<file path="src/hdl/control_loss_and_enable_debouncer_top_macros.svh">
// ----------------------------------------------------------------------------
// Assertion macros for the control-loss and enable debouncer
// Shared concurrent assertion forms, clocked on clk, disabled in reset.
// ----------------------------------------------------------------------------
`ifndef CONTROL_LOSS_AND_ENABLE_DEBOUNCER_TOP_MACROS_SVH
`define CONTROL_LOSS_AND_ENABLE_DEBOUNCER_TOP_MACROS_SVH

// antecedent implies consequent in the same cycle
`define CLED_ASSERT_SAME(lbl, ante, cons) \
  lbl: assert property (@(posedge clk) disable iff (!rst_n) (ante) |-> (cons)) \
    else $error("cled assertion failed: same-cycle implication");

// antecedent implies consequent in the next cycle
`define CLED_ASSERT_NEXT(lbl, ante, cons) \
  lbl: assert property (@(posedge clk) disable iff (!rst_n) (ante) |=> (cons)) \
    else $error("cled assertion failed: next-cycle implication");

`endif

</file>
<file path="src/hdl/cled_pkg.sv">
// ----------------------------------------------------------------------------
// cled_pkg
// Shared codes, widths and types for the control-loss / enable debouncer.
// ----------------------------------------------------------------------------
`timescale 1ns / 1ps

package cled_pkg;

  localparam int NUM_EN = 3;

  localparam int TIME_W   = 32;
  localparam int PERIOD_W = 16;
  localparam int COUNT_W  = 8;
  localparam int CFG_IDX_W  = 3;
  localparam int CFG_DATA_W = 16;

  // link status codes
  localparam logic [1:0] LINK_VALID   = 2'd0;
  localparam logic [1:0] LINK_SUSPECT = 2'd1;
  localparam logic [1:0] LINK_LOST    = 2'd2;
  localparam logic [1:0] LINK_RESTORE = 2'd3;

  // item function codes
  localparam logic FUNC_INIT = 1'b0;
  localparam logic FUNC_TICK = 1'b1;

  // configuration register indexes
  localparam logic [CFG_IDX_W-1:0] CFG_LOSS_PERIOD  = 3'd0;
  localparam logic [CFG_IDX_W-1:0] CFG_LOSS_CONFIRM = 3'd1;
  localparam logic [CFG_IDX_W-1:0] CFG_EN_PERIOD    = 3'd2;
  localparam logic [CFG_IDX_W-1:0] CFG_EN_CONFIRM   = 3'd3;

  // register reset values
  localparam logic [PERIOD_W-1:0] RST_LOSS_PERIOD  = 16'd10;
  localparam logic [COUNT_W-1:0]  RST_LOSS_CONFIRM = 8'd5;
  localparam logic [PERIOD_W-1:0] RST_EN_PERIOD    = 16'd10;
  localparam logic [COUNT_W-1:0]  RST_EN_CONFIRM   = 8'd3;

  // control from the top level to one enable debouncer
  typedef struct packed {
    logic upd;     // an item is being committed this cycle
    logic init;    // that item is an init
    logic sample;  // that item is an enable sample
    logic act;     // enable level, 1 active
  } enable_ctl_t;

endpackage

</file>
<file path="src/hdl/control_loss_and_enable_debouncer_top.sv">
// ----------------------------------------------------------------------------
// control_loss_and_enable_debouncer_top
// An input item is held in stage 1, then committed into the result register.
// Throughput: one item per cycle while out_ready is high, single pass between input and result regs.
// Reset: synchronous, active low; state, config and valid flags take their defaults.
// ----------------------------------------------------------------------------
`timescale 1ns / 1ps

`include "control_loss_and_enable_debouncer_top_macros.svh"

module control_loss_and_enable_debouncer_top (
  input  logic                            clk,
  input  logic                            rst_n,
  // configuration write port
  input  logic                            cfg_we,
  input  logic [cled_pkg::CFG_IDX_W-1:0]  cfg_index,
  input  logic [cled_pkg::CFG_DATA_W-1:0] cfg_wdata,
  // input items
  input  logic                            in_valid,
  output logic                            in_ready,
  input  logic                            in_func,
  input  logic [cled_pkg::TIME_W-1:0]     in_now_ms,
  input  logic                            in_loss_line,
  input  logic                            in_enable_one_raw,
  input  logic                            in_enable_two_raw,
  input  logic                            in_enable_three_raw,
  // result items
  output logic                            out_valid,
  input  logic                            out_ready,
  output logic [1:0]                      out_link_state,
  output logic                            out_enable_one_active,
  output logic                            out_enable_two_active,
  output logic                            out_enable_three_active,
  output logic                            out_initial_ready
);

  // --------------------------------------------------------------------------
  // Configuration registers
  // --------------------------------------------------------------------------
  logic [cled_pkg::PERIOD_W-1:0] loss_period_r;
  logic [cled_pkg::COUNT_W-1:0]  loss_confirm_r;
  logic [cled_pkg::PERIOD_W-1:0] en_period_r;
  logic [cled_pkg::COUNT_W-1:0]  en_confirm_r;

  always_ff @(posedge clk) begin
    if (!rst_n) begin
      loss_period_r  <= cled_pkg::RST_LOSS_PERIOD;
      loss_confirm_r <= cled_pkg::RST_LOSS_CONFIRM;
      en_period_r    <= cled_pkg::RST_EN_PERIOD;
      en_confirm_r   <= cled_pkg::RST_EN_CONFIRM;
    end else if (cfg_we) begin
      case (cfg_index)
        cled_pkg::CFG_LOSS_PERIOD:  loss_period_r  <= cfg_wdata;
        cled_pkg::CFG_LOSS_CONFIRM: loss_confirm_r <= cfg_wdata[cled_pkg::COUNT_W-1:0];
        cled_pkg::CFG_EN_PERIOD:    en_period_r    <= cfg_wdata;
        cled_pkg::CFG_EN_CONFIRM:   en_confirm_r   <= cfg_wdata[cled_pkg::COUNT_W-1:0];
        default: begin
          // unknown index: write dropped
        end
      endcase
    end
  end

  // --------------------------------------------------------------------------
  // Handshake. Stage 1 holds the accepted item; it commits into the state and
  // the result register whenever the result register is free or being drained.
  // --------------------------------------------------------------------------
  logic                          s1_valid_r;
  logic                          s1_func_r;
  logic [cled_pkg::TIME_W-1:0]   s1_now_r;
  logic                          s1_loss_r;
  logic [cled_pkg::NUM_EN-1:0]   s1_act_r;
  logic                          out_valid_r;
  logic                          advance;
  logic                          in_take;

  assign advance  = s1_valid_r && (!out_valid_r || out_ready);
  assign in_ready = !s1_valid_r || advance;
  assign in_take  = in_valid && in_ready;

  always_ff @(posedge clk) begin
    if (!rst_n) begin
      s1_valid_r  <= 1'b0;
      out_valid_r <= 1'b0;
    end else begin
      if (in_take) begin
        s1_valid_r <= 1'b1;
      end else if (advance) begin
        s1_valid_r <= 1'b0;
      end
      if (advance) begin
        out_valid_r <= 1'b1;
      end else if (out_ready) begin
        out_valid_r <= 1'b0;
      end
    end
  end

  // payload of stage 1; enables are inverted here so 1 means active
  always_ff @(posedge clk) begin
    if (in_take) begin
      s1_func_r <= in_func;
      s1_now_r  <= in_now_ms;
      s1_loss_r <= in_loss_line;
      s1_act_r  <= ~{in_enable_three_raw, in_enable_two_raw, in_enable_one_raw};
    end
  end

  // --------------------------------------------------------------------------
  // Loss monitor state
  // --------------------------------------------------------------------------
  logic [1:0]                    link_r;
  logic [1:0]                    link_nxt;
  logic                          loss_cand_r;
  logic                          loss_cand_nxt;
  logic [cled_pkg::COUNT_W-1:0]  loss_cnt_r;
  logic [cled_pkg::COUNT_W-1:0]  loss_cnt_nxt;
  logic [cled_pkg::TIME_W-1:0]   loss_last_r;
  logic [cled_pkg::TIME_W-1:0]   loss_last_nxt;
  logic [cled_pkg::TIME_W-1:0]   en_last_r;
  logic [cled_pkg::TIME_W-1:0]   en_last_nxt;
  logic                          ready_r;
  logic                          ready_nxt;

  // values after the immediate suspect check of a tick
  logic [1:0]                    link_pre;
  logic                          cand_pre;
  logic [cled_pkg::COUNT_W-1:0]  cnt_pre;
  logic [cled_pkg::TIME_W-1:0]   last_pre;
  logic [cled_pkg::TIME_W-1:0]   loss_elapsed;
  logic [cled_pkg::TIME_W-1:0]   en_elapsed;
  logic                          is_tick;
  logic                          loss_sample;
  logic                          en_sample;
  logic [cled_pkg::NUM_EN-1:0]   en_reached;
  logic [cled_pkg::NUM_EN-1:0]   en_stable_nxt;

  assign is_tick = (s1_func_r == cled_pkg::FUNC_TICK);

  always_comb begin
    // a loss seen while valid marks suspect at once and counts as a sample
    if (s1_loss_r && link_r == cled_pkg::LINK_VALID) begin
      link_pre = cled_pkg::LINK_SUSPECT;
      cand_pre = 1'b1;
      cnt_pre  = {{(cled_pkg::COUNT_W-1){1'b0}}, 1'b1};
      last_pre = s1_now_r;
    end else begin
      link_pre = link_r;
      cand_pre = loss_cand_r;
      cnt_pre  = loss_cnt_r;
      last_pre = loss_last_r;
    end
  end

  // wrapping differences; a backward jump reads as a long gap
  assign loss_elapsed = s1_now_r - last_pre;
  assign loss_sample  = loss_elapsed >= {{(cled_pkg::TIME_W-cled_pkg::PERIOD_W){1'b0}},
                                         loss_period_r};
  assign en_elapsed   = s1_now_r - en_last_r;

  always_comb begin
    link_nxt      = link_r;
    loss_cand_nxt = loss_cand_r;
    loss_cnt_nxt  = loss_cnt_r;
    loss_last_nxt = loss_last_r;
    en_last_nxt   = en_last_r;
    ready_nxt     = ready_r;
    en_sample     = 1'b0;
    if (!is_tick) begin
      link_nxt      = s1_loss_r ? cled_pkg::LINK_SUSPECT : cled_pkg::LINK_VALID;
      loss_cand_nxt = s1_loss_r;
      loss_cnt_nxt  = '0;
      loss_last_nxt = '0;
      en_last_nxt   = '0;
      ready_nxt     = 1'b0;
    end else begin
      link_nxt      = link_pre;
      loss_cand_nxt = cand_pre;
      loss_cnt_nxt  = cnt_pre;
      loss_last_nxt = last_pre;
      if (loss_sample) begin
        loss_last_nxt = s1_now_r;
        if (s1_loss_r != cand_pre) begin
          loss_cand_nxt = s1_loss_r;
          loss_cnt_nxt  = {{(cled_pkg::COUNT_W-1){1'b0}}, 1'b1};
        end else if (cnt_pre < loss_confirm_r) begin
          loss_cnt_nxt = cnt_pre + 1'b1;
        end
        if (loss_cnt_nxt >= loss_confirm_r) begin
          link_nxt = loss_cand_nxt ? cled_pkg::LINK_LOST : cled_pkg::LINK_VALID;
        end else if (link_pre == cled_pkg::LINK_LOST) begin
          link_nxt = cled_pkg::LINK_RESTORE;
        end
      end
      // enables are only looked at while the link is valid
      en_sample = (link_nxt == cled_pkg::LINK_VALID) &&
                  (en_elapsed >= {{(cled_pkg::TIME_W-cled_pkg::PERIOD_W){1'b0}},
                                  en_period_r});
      if (en_sample) begin
        en_last_nxt = s1_now_r;
        if (&en_reached) begin
          ready_nxt = 1'b1;
        end
      end
    end
  end

  always_ff @(posedge clk) begin
    if (!rst_n) begin
      link_r      <= cled_pkg::LINK_VALID;
      loss_cand_r <= 1'b0;
      loss_cnt_r  <= '0;
      loss_last_r <= '0;
      en_last_r   <= '0;
      ready_r     <= 1'b0;
    end else if (advance) begin
      link_r      <= link_nxt;
      loss_cand_r <= loss_cand_nxt;
      loss_cnt_r  <= loss_cnt_nxt;
      loss_last_r <= loss_last_nxt;
      en_last_r   <= en_last_nxt;
      ready_r     <= ready_nxt;
    end
  end

  // --------------------------------------------------------------------------
  // Enable debouncers, one per line
  // --------------------------------------------------------------------------
  for (genvar k = 0; k < cled_pkg::NUM_EN; k++) begin : g_en
    cled_pkg::enable_ctl_t en_ctl;

    assign en_ctl.upd    = advance;
    assign en_ctl.init   = !is_tick;
    assign en_ctl.sample = en_sample;
    assign en_ctl.act    = s1_act_r[k];

    cled_enable_deb u_deb (
      .clk         (clk),
      .rst_n       (rst_n),
      .ctl         (en_ctl),
      .confirm_cnt (en_confirm_r),
      .stable_nxt  (en_stable_nxt[k]),
      .reached_nxt (en_reached[k])
    );
  end

  // --------------------------------------------------------------------------
  // Result register: snapshot after the item
  // --------------------------------------------------------------------------
  logic [1:0]                  res_link_r;
  logic [cled_pkg::NUM_EN-1:0] res_en_r;
  logic                        res_ready_r;

  always_ff @(posedge clk) begin
    if (advance) begin
      res_link_r  <= link_nxt;
      res_en_r    <= en_stable_nxt;
      res_ready_r <= ready_nxt;
    end
  end

  assign out_valid               = out_valid_r;
  assign out_link_state          = res_link_r;
  assign out_enable_one_active   = res_en_r[0];
  assign out_enable_two_active   = res_en_r[1];
  assign out_enable_three_active = res_en_r[2];
  assign out_initial_ready       = res_ready_r;

  // --------------------------------------------------------------------------
  // Checks
  // --------------------------------------------------------------------------
  // ready is only ever raised by an enable sample, which needs a valid link
  `CLED_ASSERT_SAME(a_ready_rise_valid, $rose(ready_r), link_r == cled_pkg::LINK_VALID)
  // lost is only reached, and kept, with a lost candidate
  `CLED_ASSERT_SAME(a_lost_has_cand, link_r == cled_pkg::LINK_LOST, loss_cand_r)
  // a waiting item moves on as soon as the result register is free
  `CLED_ASSERT_NEXT(a_stage_moves, s1_valid_r && !out_valid_r, out_valid_r)

endmodule

</file>
<file path="src/hdl/cled_enable_deb.sv">
// ----------------------------------------------------------------------------
// cled_enable_deb
// One enable channel: candidate, saturating confirm counter and stable level.
// ----------------------------------------------------------------------------
`timescale 1ns / 1ps

module cled_enable_deb (
  input  logic                         clk,
  input  logic                         rst_n,
  input  cled_pkg::enable_ctl_t        ctl,
  input  logic [cled_pkg::COUNT_W-1:0] confirm_cnt,
  output logic                         stable_nxt,
  output logic                         reached_nxt
);

  logic                         stable_r;
  logic                         cand_r;
  logic                         cand_nxt;
  logic [cled_pkg::COUNT_W-1:0] cnt_r;
  logic [cled_pkg::COUNT_W-1:0] cnt_nxt;

  always_comb begin
    stable_nxt = stable_r;
    cand_nxt   = cand_r;
    cnt_nxt    = cnt_r;
    if (ctl.init) begin
      stable_nxt = 1'b0;
      cand_nxt   = ctl.act;
      cnt_nxt    = '0;
    end else if (ctl.sample) begin
      if (ctl.act != cand_r) begin
        // new candidate restarts the count, no stable update this sample
        cand_nxt = ctl.act;
        cnt_nxt  = {{(cled_pkg::COUNT_W-1){1'b0}}, 1'b1};
      end else begin
        if (cnt_r < confirm_cnt) begin
          cnt_nxt = cnt_r + 1'b1;
        end
        if (cnt_nxt >= confirm_cnt) begin
          stable_nxt = cand_r;
        end
      end
    end
  end

  assign reached_nxt = (cnt_nxt >= confirm_cnt);

  always_ff @(posedge clk) begin
    if (!rst_n) begin
      stable_r <= 1'b0;
      cand_r   <= 1'b0;
      cnt_r    <= '0;
    end else if (ctl.upd) begin
      stable_r <= stable_nxt;
      cand_r   <= cand_nxt;
      cnt_r    <= cnt_nxt;
    end
  end

endmodule
</file>
<file path="config.mk">
export PLATFORM = sky130hd
export DESIGN_NAME = control_loss_and_enable_debouncer_top
export DESIGN_NICKNAME = d
export VERILOG_FILES = /design/src/hdl/cled_pkg.sv /design/src/hdl/control_loss_and_enable_debouncer_top.sv /design/src/hdl/cled_enable_deb.sv
export VERILOG_INCLUDE_DIRS = /design/src /design/src/hdl
export SDC_FILE = /design/constraint.sdc
export NUM_CORES = 1
export LEC_CHECK = 0
export ABC_AREA = 0
export BUFFER_PORTS_ARGS = -buffer_cell sky130_fd_sc_hd__buf_2
export CORE_ASPECT_RATIO = 1.1
export CORE_MARGIN = 1
export CORE_UTILIZATION = 40
export CTS_BUF_LIST = sky130_fd_sc_hd__clkbuf_8
export CTS_CLUSTER_DIAMETER = 80
export CTS_CLUSTER_SIZE = 40
export DETAILED_ROUTE_END_ITERATION = 8
export GPL_TIMING_DRIVEN = 0
export SLEW_MARGIN = 10
export SYNTH_ARGS = -nofsm -noshare
export SYNTH_HDL_FRONTEND = slang
export SYNTH_SLANG_ARGS = --single-unit
</file>
<file path="constraint.sdc">
create_clock -name clk -period 19.05 [get_ports clk]
set_input_delay 2.8575 -clock clk [delete_from_list [all_inputs] [get_ports clk]]
set_output_delay 2.8575 -clock clk [all_outputs]
set_load 0.1 [all_outputs]
</file>
# --- After elaboration in Yosys (flattened, before gate mapping) ---
# Index checks and enable logic that the tools add are counted.
word_totals:
  register_bits: 199
  latch_bits: 0
  mem_bits_rw: 0
  mem_bits_ro: 0
  input_bits: 61
  n_memories: 0
classes:
  addsub: 6
  mul: 0
  div: 0
  n_lt_le_gt_ge: 13
  n_eq_ne: 13
  n_shift: 0
  muxes: 76
  bitwise: 1
  n_reduce_logical: 22
op_table:
  columns: ["op", "count"]
  rows:
  - ["two-way mux 8 bit", 28]
  - ["two-way mux 32 bit", 5]
  - ["greater-or-equal comparator 32 x 16 -> 1 bit", 2]
  - ["subtractor 32 bit", 2]
  - ["greater-or-equal comparator 8 bit", 7]
  - ["two-way mux 1 bit", 36]
  - ["adder 8 x 1 -> 8 bit (second input constant)", 4]
  - ["< comparator 8 bit", 4]
  - ["two-way mux 2 bit", 7]
  - ["AND reduction 3 bit", 4]
  - ["inequality test 2 x 1 -> 1 bit (second input constant)", 5]
  - ["AND reduction 2 bit", 5]
  - ["equality test 3 x 2 -> 1 bit (second input constant)", 2]
  - ["logical AND 1 bit", 4]
  - ["logical NOT 2 bit", 2]
  - ["inequality test 1 bit", 4]
  - ["nonzero test 2 bit", 2]
  - ["equality test 3 x 1 -> 1 bit (second input constant)", 1]
  - ["logical NOT 3 bit", 1]
  - ["inverter 3 bit", 1]
  - ["equality test 2 bit (second input constant)", 1]
  - ["logical NOT 1 bit", 2]
  - ["logical OR 1 bit", 2]

# --- Logic depth before layout (Yosys ltp) ---
logic_depth:
  depth_word: 25
  mapped_depth: 42

# --- Cells and area by module ---
# A second synthesis with hierarchy kept.
hier_totals:
  hier_cells: 1898
  hier_area_um2: 16097.9
by_module_without_submodules:
  columns: ["mod", "n_inst", "cells_per_inst", "area_per_inst_um2"]
  rows:
  - ["control_loss_and_enable_debouncer_top", 1, 1321, 11542.3]
  - ["cled_enable_deb at g_en[1].u_deb ...", 2, 194, 1532.7]
  - ["cled_enable_deb at g_en[0].u_deb", 1, 189, 1490.2]

# --- Least setup slack after synthesis ---
# Ideal clock, no wire load.
synth_path:
  path_kind: "register -> register"
  start: "reg s1_loss_r"
  end: "reg res_ready_r (netlist: out_initial_ready), data pin"
  arrival_ns: 7.654
  required_ns: 18.780
  path_slack_ns: 11.127
  stages_incl_launch_ff: 39
  cell_sequence: "edfxtp_1 -> nor3b_1 -> clkbuf_1 -> clkbuf_1 -> mux2i_1 -> fa_1 -> a21o_1 -> a221o_1 -> a21o_1 -> a41oi_1 -> xnor2_1 -> ha_1 -> o21ai_0 -> nor2_1 -> a311oi_1 -> o2111ai_1 -> nor4bb_1 -> o2111ai_1 -> [... 3 more ...] -> o21ai_4 -> buf_6 -> buf_4 -> o31ai_1 -> o21bai_1 -> ha_1 -> nand2b_1 -> a21oi_1 -> nor2b_1 -> o21ai_0 -> nand2b_1 -> a21oi_1 -> nor2b_1 -> o21ai_0 -> nand2b_1 -> a21oi_1 -> or4_1 -> a21oi_1"
synth_via:
  elab_chain_cells: 21
  word_cells_on_any_way: 40
  classes_between: "2 x add/sub; 6 x order compare; 2 x eq/ne; 26 x mux; 4 x reduce/logical"
synth_lines:
  columns: ["item", "line", "text"]
  rows:
  - ["start: declaration", "control_loss_and_enable_debouncer_top.sv:71", "logic s1_loss_r;"]
  - ["start signal: assignment", "control_loss_and_enable_debouncer_top.sv:104", "s1_loss_r <= in_loss_line;"]
  - ["parallel branches: the longest is 9 deep, another holds subtractor 32 bit", null, null]
  - ["two-way mux 2 bit *", "control_loss_and_enable_debouncer_top.sv:181", "if (loss_sample) begin"]
  - ["two-way mux 2 bit *", "control_loss_and_enable_debouncer_top.sv:169", "if (!is_tick) begin"]
  - ["logical NOT 2 bit *", "control_loss_and_enable_debouncer_top.sv:196", "en_sample = (link_nxt == cled_pkg::LINK_VALID) &&"]
  - ["logical AND 1 bit *", "control_loss_and_enable_debouncer_top.sv:196", null]
  - ["two-way mux 1 bit", "control_loss_and_enable_debouncer_top.sv:169", null]
  - ["two-way mux 8 bit", "cled_enable_deb.sv:30", "end else if (ctl.sample) begin"]
  - ["two-way mux 8 bit", "cled_enable_deb.sv:26", "if (ctl.init) begin"]
  - ["greater-or-equal comparator 8 bit", "cled_enable_deb.sv:46", "assign reached_nxt = (cnt_nxt >= confirm_cnt);"]
  - ["AND reduction 3 bit", "control_loss_and_enable_debouncer_top.sv:201", "if (&en_reached) begin"]
  - ["two-way mux 1 bit", "control_loss_and_enable_debouncer_top.sv:201", null]
  - ["two-way mux 1 bit *", "control_loss_and_enable_debouncer_top.sv:199", "if (en_sample) begin"]
  - ["two-way mux 1 bit *", "control_loss_and_enable_debouncer_top.sv:169", null]
  - ["via ready_nxt", "control_loss_and_enable_debouncer_top.sv:123", "logic ready_nxt;"]
  - ["end signal: assignment", "control_loss_and_enable_debouncer_top.sv:258", "res_ready_r <= ready_nxt;"]
  - ["end: declaration", "control_loss_and_enable_debouncer_top.sv:252", "logic res_ready_r;"]
# Mark *: on every way through the listed nets, which the timed path passes. The select of a mux whose other input is x is not followed.
# A chain may end at the register's enable or synchronous reset.

# --- Final worst setup path ---
# Same ends and word-level chain as after synthesis.

==> run_results.csv <==
group,metric,value,unit
run_status,status,"finished, final reports clean",
synthesis,syn_nets,2067,
finish,drive_above_1_share,7.50,%
setup_path,cp_data_required_time,19.33,ns
synthesis,synth-main-ff-cell,"dfxtp_1",
finish,final_common_cell,"nand2_1",
setup_path,cp-startpoint,"s1_loss_r$_DFFE_PP_",
power_and_ir_drop,leakagePower,6.54,nW
sta,setup_violations,0,
finish,nets,2154,
synthesis,avgSynthCellArea,8.39,sq um
clocking,tritoncts,"done",
finish,fin_util,44.5,%
detailed_routing,wl,44500,um
power_and_ir_drop,power_density,63.1,nW/um^2
placed_design,dp_hpwl,35000,um
synthesis,ys_types,79,
power_and_ir_drop,finalPower,1.05,mW
setup_path,crit_top_cell,"a21oi_1",
synthesis,synth-edff-count,43,
clocking,holdBufCountCts,0,
finish,diodes,0,
synthesis,yosysTopAreaCell,"dfxtp_1",
synthesis,yosysTopAreaCellShare,20.5,%
synthesis,async_flop_share,0,%
clocking,path_clk_slew,0.11,ns
setup_path,critPathTopFamily,"compound AO/OA/AOI/OAI gates",
sta,rsz0062_at_grt,"false",
sta,fin_crit,10.18,ns
clocking,cts.htree.levels,4,
sta,final_max_slew_viol_count,0,
setup_path,r2r-start,"s1_loss_r$_DFFE_PP_",
die,ioPinCount,69,
finish,area_growth_syn_to_layout,9.03,%
die,die_area,38900,sq um
synthesis,ys_seq_area_share,28.9,%
placed_design,dp_cells,2382,
setup_path,path_class,"reg -> reg",
sta,hold_violations,0,
detailed_routing,first_iter_violations,765,
sta,min_period_over_period,53.4,%
die,start_util,40.8,%
setup_path,end_kind,"flop",
setup_path,cp_slowest_cell,"clkbuf_1",
synthesis,yosys_warnings,0,
hold_path,hold_start,"loss_cand_r$_SDFFE_PN0P_",
placed_design,place.gp.congestion,0.923,
finish,fin_cells,2414,
sta,fin_setup_tns,0,ns
detailed_routing,first_pass_iters,5,
clocking,post_cts_buffers,0,
global_routing,grt_util_all_layers,23.0,%
die,rows,74,
synthesis,syn_area,15300,sq um
global_routing,grt_max_degree,34,
die,die_h,207,um
clocking,numClockSinks,199,
setup_path,critical_path_buf_inv_count,4,
setup_path,cp.arrival,10.45,ns
detailed_routing,wl_per_cell,18.4,um
sta,max_freq,98.2,MHz
detailed_routing,vias,13700,
global_routing,first_global_vias,13200,
synthesis,synth_area_leaders,"dfxtp_1 20%, ha_1 15%, edfxtp_1 8.5%",
global_routing,grt_overflow,0,
global_routing,grt_antenna_before_repair,0,
clocking,cts_resized,0,
die,dieWidth,188,um
setup_path,slowest_delay,0.71,ns
detailed_routing,ant_nets,0,
detailed_routing,drc,0,
flow_run,maxCapViolations,0,
clocking,clock_path_buffers,2,
power_and_ir_drop,peakVddDrop,0.0503,mV
die,core_area,37400,sq um
hold_path,min_path_type,"reg -> reg",
clocking,worst_skew_pair.late_latency,0.54,ns
setup_path,start_kind,"flop",
clocking,cts_buffers,17,
finish,mostFrequentLayoutCells,"223 x nand2_1, 184 x ha_1, 156 x dfxtp_1, 119 x a21oi_1, 103 x inv_1",
sta,slew_headroom,26.0,%
detailed_routing,viasPerCell,5.67,
synthesis,ys_seq_elements,199,
synthesis,syn_inst,1820,
sta,timing.hold.ws,0.461,ns
placed_design,io_buffers,67,
sta,tightest_slew,1.11,ns
setup_path,worst-path-max-fanout,10,
sta,finalClockSkew,0.0152,ns
global_routing,grt_pass1_wl,69900,um
clocking,clock_tree.root_cell,"clkbuf_8",
[layer usage]
metal	global-route usage [%]	vias up	share of wire, %
met5	0	-	0
met4	9.09	0	2.9
met3	2.47	64	3.3
met2	42.5	309	51
met1	27.2	6495	43
li1	-	6824	-
[power by group]
| part | switching (mW) | internal [mW] | total [mW] |
|---|---|---|---|
| logic | 0.186 | 0.114 | 0.300 |
| registers | 0.0132 | 0.444 | 0.458 |
| clock network | 0.172 | 0.120 | 0.292 |
| total | 0.371 | 0.678 | 1.05 |
[sequential cells by signal, indices dropped and copies added (netlist names), 2 cells and up]
register / cells
res_en_r: 3
out_link_state: 2
g_en.u_deb.cand_r: 3
s1_now_r: 32
en_last_r: 32
loss_confirm_r: 8
g_en.u_deb.cnt_r: 24
loss_last_r: 32
loss_period_r: 16
en_confirm_r: 8
s1_act_r: 3
en_period_r: 16
g_en.u_deb.stable_r: 3
link_r: 2
loss_cnt_r: 8
[per-stage QoR]
step                setup slack (ns)  cell area (sq um)
finish                          8.87              16600
global route                    8.31              16600
CTS                             8.88              16600
detailed placement              8.92              16200
global placement                8.63              16200
floorplan                      11.13              15300
[tightest hold or removal path: stages, from the launching register on]
cell,delay [ns]
dfxtp_1,0.31
inv_1,0.06
a21oi_1,0.05
[final cells by class]
class	instances	area, sq um
clock inverters	15	165
fillers	3819	20800
multi-input cells	1430	10100
repair buffers	68	355
clock buffers	17	234
inverters	102	383
flip-flops and latches	199	4410
well taps	494	618
plain buffers	89	399
[Yosys cell counts, types with 5 or more instances]
master	n
o31ai_1	15
o211ai_1	28
buf_2	7
a21o_1	48
a2111oi_0	9
nor3_1	37
a22oi_1	37
nor4_1	8
a211o_1	6
nand3_1	25
o2111ai_1	9
clkbuf_1	70
nand2b_1	36
buf_4	7
o32ai_1	6
nor2b_1	72
dfxtp_1	156
a211oi_1	15
xor2_1	24
o21bai_1	8
a21boi_0	45
mux2i_1	39
or2_2	10
nor2_1	84
nand3b_1	12
nand2_1	223
or3_1	21
edfxtp_1	43
o22ai_1	12
and3_1	7
a32o_1	9
xnor2_1	43
and2_1	10
ha_1	184
o21ai_1	5
o21ai_0	63
o21a_1	15
inv_1	102
a22o_1	38
o31a_1	6
a21oi_1	119
a31oi_1	12
nand4_1	27
[kinds of logic (layout without fill, tap and decap cells)]
kind of cell / after synthesis / after routing / synth area share [%]
and+or+nand+nor: 592 / 592 / 19.2
AOI/OAI and AO/OA: 542 / 542 / 24.7
DFF: 199 / 199 / 28.9
buffers and inverters: 191 / 291 / 5.12
adders and majority gates: 186 / 186 / 15.3
xor gates and xnor gates: 67 / 67 / 3.84
muxes: 43 / 43 / 2.85
[path summary, 6_finish.rpt]
kind | end | slack (ns) | depth (start not counted)
max | out_initial_ready$_DFFE_PP_ | 8.87 | 38
min | loss_cand_r$_SDFFE_PN0P_ | 0.46 | 2
max reg2reg | out_initial_ready$_DFFE_PP_ | 8.87 | 38
min reg2reg | loss_cand_r$_SDFFE_PN0P_ | 0.46 | 2
(Power assumes the default switching activity.)
